[config.mk]
export PLATFORM = sky130hd
export DESIGN_NAME = maximal_mask_antichain_filter
export DESIGN_NICKNAME = d
export VERILOG_FILES = /design/src/rtl/mmaf_pkg.sv /design/src/rtl/maximal_mask_antichain_filter.sv
export SDC_FILE = /design/constraint.sdc
export NUM_CORES = 2
export LEC_CHECK = 0
export BUFFER_PORTS_ARGS = -buffer_cell sky130_fd_sc_hd__clkbuf_2
export CORE_UTILIZATION = 40
export CTS_CLUSTER_SIZE = 12
export DETAILED_ROUTE_END_ITERATION = 10
export HOLD_SLACK_MARGIN = 0.1
export PLACE_DENSITY = 0.51
export SYNTH_ARGS = -nofsm -noshare
export SYNTH_HDL_FRONTEND = slang
export SYNTH_SLANG_ARGS = --single-unit
[constraint.sdc]
create_clock -name clk -period 16.17 [get_ports clk]
set_input_delay 0 -clock clk [delete_from_list [all_inputs] [get_ports clk]]
set_output_delay 0 -clock clk [all_outputs]
set_load 0.1 [all_outputs]
[src/rtl/mmaf_pkg.sv]
// Shared types and constants for the maximal mask antichain filter.
`default_nettype none

package mmaf_pkg;

  localparam int DEF_TABLE_DEPTH = 64;
  localparam int DEF_MASK_WIDTH  = 64;
  localparam int IN_MASK_W       = 64;
  localparam int CNT_OUT_W       = 7;

  typedef enum logic [2:0] {
    ST_CLEAR,
    ST_IDLE,
    ST_SCAN,
    ST_FINISH,
    ST_DONE
  } state_t;

endpackage

`default_nettype wire

[src/rtl/maximal_mask_antichain_filter.sv]
// Maximal mask antichain filter: table memory, scan sequencer and result register.
//
// Usage: masks arrive on new_mask (in_valid / in_stall). Each accepted mask
// produces exactly one result (out_valid / out_stall) carrying mask_kept,
// removed_count, entry_count and table_full. The stored masks form an
// antichain: a new mask that is covered by an entry is dropped, otherwise all
// stored strict subsets are cleared and the mask goes to the lowest free slot.
// Only the low MASK_WIDTH bits of new_mask take part.
// Timing: a nonzero mask is checked against every table entry before the next
// acceptance; the table memory is read one entry per cycle over a single read
// port. A mask that is zero after trimming skips the scan. The result register
// loads in ST_DONE (after ST_FINISH for a scan) once the output is free.
// A new mask is accepted while the previous result is still held in the
// output register; a stalled receiver holds the result, and once a second
// result is ready the block waits in its final state until the first is taken.
// Reset: rst clears the control state and then sweeps the table memory to
// zero, one entry per cycle, over every entry; in_stall stays high during
// that sweep.
`default_nettype none

module maximal_mask_antichain_filter import mmaf_pkg::*; #(
  parameter int TABLE_DEPTH = DEF_TABLE_DEPTH,
  parameter int MASK_WIDTH  = DEF_MASK_WIDTH
) (
  input  logic                 clk,
  input  logic                 rst,
  input  logic                 in_valid,
  output logic                 in_stall,
  input  logic [IN_MASK_W-1:0] new_mask,
  output logic                 out_valid,
  input  logic                 out_stall,
  output logic                 mask_kept,
  output logic [CNT_OUT_W-1:0] removed_count,
  output logic [CNT_OUT_W-1:0] entry_count,
  output logic                 table_full
);

  localparam int AW = $clog2(TABLE_DEPTH);
  localparam int CW = $clog2(TABLE_DEPTH + 1);
  localparam logic [AW-1:0] LAST_IDX = AW'(TABLE_DEPTH - 1);

  state_t state, state_next;

  logic [MASK_WIDTH-1:0] mem [TABLE_DEPTH];
  logic [MASK_WIDTH-1:0] rdata;
  logic [MASK_WIDTH-1:0] mask_reg;
  logic [AW-1:0]         rd_idx;
  logic [AW-1:0]         chk_idx;
  logic                  chk_valid;
  logic                  covered;
  logic                  free_found;
  logic [AW-1:0]         free_idx;
  logic [CW-1:0]         removed;
  logic [CW-1:0]         valid_count;
  logic [CW-1:0]         valid_count_next;

  logic                  in_zero;
  logic                  accept;
  logic                  rd_en;
  logic                  idx_adv;
  logic                  out_load;
  logic                  mem_we;
  logic [AW-1:0]         mem_waddr;
  logic [MASK_WIDTH-1:0] mem_wdata;

  logic                  e_nz;
  logic                  e_cov;
  logic                  e_sub;
  logic                  e_free;
  logic                  kept;
  logic                  full;
  logic [CW-1:0]         kept_ext;
  logic [CW+CNT_OUT_W-1:0] removed_wide;
  logic [CW+CNT_OUT_W-1:0] count_wide;

  assign in_zero = (new_mask[MASK_WIDTH-1:0] == '0);
  assign accept  = in_valid && !in_stall;

  assign e_nz   = (rdata != '0);
  assign e_cov  = e_nz && ((mask_reg & ~rdata) == '0);
  assign e_sub  = e_nz && ((rdata & ~mask_reg) == '0) && (rdata != mask_reg);
  assign e_free = !e_nz || e_sub;

  assign kept     = !covered && free_found;
  assign full     = !covered && !free_found;
  assign kept_ext = {{(CW-1){1'b0}}, kept};
  assign valid_count_next = valid_count - removed + kept_ext;

  assign removed_wide = {{CNT_OUT_W{1'b0}}, removed};
  assign count_wide   = {{CNT_OUT_W{1'b0}}, valid_count_next};

  always_comb begin
    state_next = state;
    unique case (state)
      ST_CLEAR: begin
        if (rd_idx == LAST_IDX) state_next = ST_IDLE;
      end
      ST_IDLE: begin
        if (in_valid) state_next = in_zero ? ST_DONE : ST_SCAN;
      end
      ST_SCAN: begin
        if (rd_idx == LAST_IDX) state_next = ST_FINISH;
      end
      ST_FINISH: begin
        state_next = ST_DONE;
      end
      ST_DONE: begin
        if (out_load) state_next = ST_IDLE;
      end
      default: state_next = ST_CLEAR;
    endcase
  end

  always_comb begin
    in_stall  = 1'b1;
    rd_en     = 1'b0;
    idx_adv   = 1'b0;
    out_load  = 1'b0;
    mem_we    = 1'b0;
    mem_waddr = rd_idx;
    mem_wdata = '0;
    unique case (state)
      ST_CLEAR: begin
        idx_adv = 1'b1;
        mem_we  = 1'b1;
      end
      ST_IDLE: begin
        in_stall = 1'b0;
      end
      ST_SCAN: begin
        rd_en     = 1'b1;
        idx_adv   = 1'b1;
        mem_we    = chk_valid && e_sub;
        mem_waddr = chk_idx;
      end
      ST_FINISH: begin
        mem_we    = chk_valid && e_sub;
        mem_waddr = chk_idx;
      end
      ST_DONE: begin
        out_load  = !out_valid || !out_stall;
        mem_we    = out_load && kept;
        mem_waddr = free_idx;
        mem_wdata = mask_reg;
      end
      default: begin
        in_stall = 1'b1;
      end
    endcase
  end

  always_ff @(posedge clk) begin
    if (mem_we) mem[mem_waddr] <= mem_wdata;
    if (rd_en) rdata <= mem[rd_idx];
  end

  always_ff @(posedge clk) begin
    chk_idx <= rd_idx;
    if (accept) begin
      mask_reg   <= new_mask[MASK_WIDTH-1:0];
      covered    <= in_zero;
      removed    <= '0;
      free_found <= 1'b0;
    end else if (chk_valid && (state == ST_SCAN || state == ST_FINISH)) begin
      if (e_cov) covered <= 1'b1;
      if (e_sub) removed <= removed + 1'b1;
      if (e_free && !free_found) begin
        free_found <= 1'b1;
        free_idx   <= chk_idx;
      end
    end
    if (out_load) begin
      mask_kept     <= kept;
      table_full    <= full && !covered;
      removed_count <= removed_wide[CNT_OUT_W-1:0];
      entry_count   <= count_wide[CNT_OUT_W-1:0];
    end
  end

  always_ff @(posedge clk) begin
    if (rst) begin
      state       <= ST_CLEAR;
      rd_idx      <= '0;
      chk_valid   <= 1'b0;
      valid_count <= '0;
      out_valid   <= 1'b0;
    end else begin
      state     <= state_next;
      chk_valid <= rd_en;
      if (idx_adv) rd_idx <= (rd_idx == LAST_IDX) ? '0 : rd_idx + 1'b1;
      if (out_load) begin
        valid_count <= valid_count_next;
        out_valid   <= 1'b1;
      end else if (!out_stall) begin
        out_valid <= 1'b0;
      end
    end
  end

  a_kept_full_excl: assert property (@(posedge clk) disable iff (rst)
    out_valid |-> !(mask_kept && table_full))
    else $error("mask_kept and table_full both set");

  a_count_bound: assert property (@(posedge clk) disable iff (rst)
    valid_count <= CW'(TABLE_DEPTH))
    else $error("valid_count exceeds table depth");

  a_accept_start: assert property (@(posedge clk) disable iff (rst)
    accept |=> (state == ST_SCAN || state == ST_DONE))
    else $error("accepted transaction did not start processing");

  a_chk_in_scan: assert property (@(posedge clk) disable iff (rst)
    chk_valid |-> (state == ST_SCAN || state == ST_FINISH))
    else $error("read data outside scan");

  a_antichain: assert property (@(posedge clk) disable iff (rst)
    (state == ST_DONE) |-> !(covered && removed != '0))
    else $error("covered mask also cleared entries");

endmodule

`default_nettype wire

Word-level counts from Yosys, hierarchy flattened
Memory sizes are Yosys's and may differ from the RTL's. A register that Yosys moved wholly into a read port is not among the register bits.
Index checks and enable logic that the tools add are counted.
{ "op_classes": {"addsub": 4, "n_bitwise": 5, "n_shift": 0, "div": 0, "mul": 0, "muxes": 21, "order_cmp": 0, "eq_ne": 11, "reduce_logical": 33} }
{ "op_table": {"columns": ["operator", "n"], "rows": [
  ["logical NOT 64 bit", 3],
  ["AND 64 bit", 2],
  ["NOT 64 bit", 2],
  ["two-way mux 64 bit", 1],
  ["!= test 64 bit", 1],
  ["nonzero test 64 bit", 1],
  ["two-way mux 3 bit", 5],
  ["one-hot mux 3 bit (5 select lines)", 1],
  ["one-hot mux 6 bit (2 select lines)", 1],
  ["logical AND 1 bit", 11],
  ["two-way mux 1 bit", 11],
  ["!= test 2 bit, second input constant", 4],
  ["adder 7 x 1 -> 7 bit", 1],
  ["adder 7 x 1 -> 7 bit, second input constant", 1],
  ["subtractor 7 bit", 1],
  ["adder 6 x 1 -> 6 bit, second input constant", 1],
  ["equality test 3 x 2 -> 1 bit, second input constant", 2],
  ["equality test 6 bit, second input constant", 1],
  ["two-way mux 6 bit", 1],
  ["AND reduction 2 bit", 3],
  ["logical NOT 1 bit", 5],
  ["AND reduction 4 bit", 1],
  ["nonzero test 2 bit", 2],
  ["OR reduction 2 bit", 2],
  ["other kinds (8)", 10]
]} }
{ "totals": {"rom_bits": 0, "out_inout_bits": 18, "mem_bits_rw": 4096, "wordCells": 90, "latchBits": 0, "memories": 1, "reg_bits": 119, "inputBits": 68} }
{ "memory_table": {"columns": ["name", "depth", "word_bits", "rd", "rd_clocked_by_memory_dff", "write_ports", "line", "source"], "rows": [
  ["mem", 64, 64, 1, 1, 1, "maximal_mask_antichain_filter.sv:44", "logic [MASK_WIDTH-1:0] mem [TABLE_DEPTH];"]
]} }

Logic depth before layout (Yosys ltp)
{ "logic_depth": {"depth_word": 9, "depth_mapped": 12} }

Worst setup path before layout
No wires, ideal clock.
{ "synth_path": {"path_kind": "register to register", "start": "reg rdata[39], read port of mem", "end": "mem mem[0][0] (netlist name) (enable)", "t_arrival_ns": 5.194, "path_slack_ns": 10.490, "required_ns": 15.683, "setup_time_ns": 0.487, "stages_incl_launch_ff": 8, "synth_period_minus_slack_ns": 5.680, "path_cell_list": "edfxtp_1 > ha_1 > nor4_1 > nand4_1 > or4_4 > o41ai_2 > nand3_1 > nor2_1"} }
{ "synth_via": {"elab_chain_len": 8} }
{ "synth_lines": {"columns": ["element", "line", "source"], "rows": [
  ["start: declaration", "maximal_mask_antichain_filter.sv:45", "logic [MASK_WIDTH-1:0] rdata;"],
  ["AND 64 bit", "maximal_mask_antichain_filter.sv:81", "assign e_sub = e_nz && ((rdata & ~mask_reg) == '0) && (rdata != mask_reg);"],
  ["logical NOT 64 bit", "maximal_mask_antichain_filter.sv:81", null],
  ["logical AND 1 bit", "maximal_mask_antichain_filter.sv:81", null],
  ["logical AND 1 bit (*)", "maximal_mask_antichain_filter.sv:81", null],
  ["logical AND 1 bit (*)", "maximal_mask_antichain_filter.sv:133, maximal_mask_antichain_filter.sv:137", null],
  ["one-hot mux 1 bit (3 select lines) (*)", "maximal_mask_antichain_filter.sv:122", "unique case (state)"],
  ["two-way mux 1 bit (*)", "maximal_mask_antichain_filter.sv:153", "if (mem_we) mem[mem_waddr] <= mem_wdata;"],
  ["two-way mux 1 bit (implied by the code) (*)", "maximal_mask_antichain_filter.sv:153", null],
  ["end: declaration", "maximal_mask_antichain_filter.sv:44", null]
]} }
Every way passes the cells marked *; elsewhere a longest branch is shown, timed or not.

Worst setup path in the final report
{ "layout_path": {"start": "reg rdata[22], read port of mem", "end": "mem mem[39][37] (netlist name) (enable)"} }
Same word-level chain as after synthesis.

==> results.ini <==
[run_status]
outcome = finished, final reports clean

[clocking]
cts_root_buf = clkbuf_16
cts.path.max_buffers = 4
post_cts_hold_buffer_count = 138
cts_tree = built
clkSlewWorstSetupHoldPaths_ns = 0.06
numClockSinks = 4279
ctsHtreeMaxLevel = 5
number_of_buffers_inserted_during_clock_tree_synthesis = 448
cts-resized-gates = 0
postCtsSetupRepairBufs = 0
clock_latency_ns = 1.04

[final_layout]
flip_flop_count_of_the_largest_register_after_layout = 4096
mostFrequentLayoutCells = 4247 x edfxtp_1, 720 x mux2i_1, 716 x mux4_2, 452 x clkbuf_16, 324 x buf_4
post_route_cells_drive_above_1_share_pct = 21.1
mostFrequentLayoutCell = edfxtp_1
finalNonFillerCells = 14300
layout-area-overhead-vs-synth_pct = 14.5
final_design_utilization_pct = 46.1
finalNetCount = 8717
finalInstanceArea_um2 = 189000

[hold_path]
terminating_pin_of_the_worst_hold_path = state[1]$_SDFFE_PP0P_
hold-path-cell-count = 8
hold_path.startpoint = new_mask[39]
hold_path.class = input pin to register

[timing]
whs_ns = 0.295
slew_headroom_pct = 10.5
totalNegativeSetupSlack_ns = 0
rsz0062_at_grt = false
tightestPinTransition_ns = 1.34
final.period_utilization_pct = 41.1
min_clock_period_post_route_ns = 6.65
fmax_mhz = 150
timing.final.max_slew_violations = 0
finalSetupViolations = 0
timing.clock.skew_ns = 0.105
final_hold_viol_count = 0

[placed_design]
gpl.final_weighted_congestion = 0.897
post_dp_cell_area_um2 = 174000
post-dp-hpwl_um = 319000
dp.cells = 13400
place.port_buffers = 85

[synthesis]
post_synthesis_net_count = 8151
synth.distinct_cells = 62
synth-edff-count = 4247
yosys_warnings = 0
synth.cell_area_um2 = 165000
main_flop_type_after_synthesis = edfxtp_1
postSynthCellCount = 7940
synthTopCellsByArea = edfxtp_1 77%, mux4_2 9.8%, mux2i_1 4.4%
synth-async-reset-ratio_pct = 0
synthesized_area_divided_by_synthesized_cell_count_um2 = 20.8
synth-seq-area-share_pct = 77.6
postSynthRegisterBits = 4279
synth_area_leader_cell = edfxtp_1
netlist.area_leader.share_pct = 77.3

[floorplanning]
start_util_pct = 40.2
die_y_um = 644
chipWidth_um = 644
rows = 235
io-pin-count = 86
design.die.area_um2 = 415000
fp.coreArea_um2 = 410000

[routing]
via_per_inst = 6.09
routed_wirelength_um = 559000
remaining_drc_errors = 0
avgRoutedWirePerCell_um = 39.1
initialDrtViolationCount = 11200
detail-route-antenna-nets = 0
via_count = 87200
first_pass_iters = 5

[grt]
globalRoute.totalOverflow = 0
wire_length_of_the_first_global_routing_pass_um = 756000
antenna_found_initial = 47
first_global_vias = 87100
groute.usage.overall_pct = 26.6
grt_start_max_net_pins = 109

[worst_setup_path]
critPathMostFrequentCell = buf_4
critPathRequiredTime_ns = 16.77
critical_path_capture_point_type = register
path_class = register to register
ff_to_ff_end = mem[39][37]$_DFFE_PP_
setup.reg_to_reg.worst_slack_ns = 9.52
worst-path-max-fanout = 24
worst_path_max_delay_cell = nor2_4
worst-endpoint-arrival_ns = 7.25
critical_path.max_stage_delay_ns = 1.19
critical_path.startpoint_type = register
cp_cell_sequence = ha_1 > nor4_1 > nand4_1 > or4_4 > o41ai_2 > nand3_1 > nor2_4 > buf_4 > buf_4
reg2reg_from = rdata[22]$_DFFE_PP_
reg2reg_depth = 9

[pwr]
pwr_cell_area_nw_per_um2 = 163
maximum_vdd_drop_uv = 136
power.leakage_nw = 60.2

[flow_run]
max_cap_violations = 0

[power breakdown]
group	internal, mW	switching (mW)
clock network	5.33	4.29
registers	13.2	0.162
logic	2.77	5.00
[cell usage after synthesis (all sizes together) (22+ instances only)]
cell type / instances
mux2i: 720
o221ai: 132
buf: 223
inv: 148
nand2: 85
nor2: 204
dfxtp: 32
nand4: 34
a21oi: 235
nor4: 75
a221oi: 231
a211oi: 23
mux4: 716
clkbuf: 223
a221o: 29
nand3: 22
edfxtp: 4247
ha: 142
o21ai: 185
o22ai: 62
[cells by family (layout without fill, tap and decap cells)]
logic type                 Yosys count  count (layout)  synth area share (%)
buffers and inverters              597            1497                  1.49
other                                0              19                     0
and+or+nand+nor                    486             486                  1.40
muxes                             1439            1439                  14.2
DFF                               4279            4279                  77.6
xor gates and xnor gates             8               8                0.0508
AOI/OAI and AO/OA                  988             988                  4.17
adders and majority gates          143             143                  1.09
[critical path, delay by kind of cell (launching register included)]
family / cells / cell delay, ns
fa+ha+maj: 1 / 0.23
compound gates: 1 / 0.77
flops: 1 / 0.43
simple gates: 5 / 3.63
buf+inv: 2 / 1.06
[metal layers]
layer / global-route usage (%) / vias to the layer above / wire [µm]
met5: 0 / - / 29
met4: 10.3 / 4 / 24200
met3: 4.02 / 887 / 42900
met2: 43.7 / 4178 / 271000
met1: 35.8 / 47600 / 221000
li1: - / 34500 / -
[worst max-delay path by stage]
| stage | start | depth (start not counted) | to |
|---|---|---|---|
| after floorplan | rdata[39]$_DFFE_PP_ | 7 | mem[0][0]$_DFFE_PP_ |
| after global placement | rdata[22]$_DFFE_PP_ | 9 | mem[39][19]$_DFFE_PP_ |
| after detailed placement | rdata[22]$_DFFE_PP_ | 9 | mem[39][19]$_DFFE_PP_ |
| after CTS | rdata[22]$_DFFE_PP_ | 9 | mem[39][44]$_DFFE_PP_ |
| after global routing | rdata[22]$_DFFE_PP_ | 9 | mem[39][41]$_DFFE_PP_ |
| final | rdata[22]$_DFFE_PP_ | 9 | mem[39][37]$_DFFE_PP_ |
[cell type report]
class,count,area [µm²]
Fill cell,34300,221000
Sequential cell,4279,128000
Multi-Input combinational cell,3064,35500
Clock buffer,574,11800
Tap cell,5451,6820
Timing Repair Buffer,562,4550
Clock inverter,210,1630
Inverter,151,578
Antenna cell,19,47.5
[per-stage QoR]
| stage | worst slack, ns | power [mW] |
|---|---|---|
| finish | 9.52 | 30.7 |
| global route | 9.40 | 31.7 |
| CTS | 9.61 | 30.9 |
| detailed placement | 9.65 | 21.4 |
| global placement | 9.69 | 21.3 |
| floorplan | 10.49 | 18.3 |
Note: power is estimated with default switching activity, not from simulation.
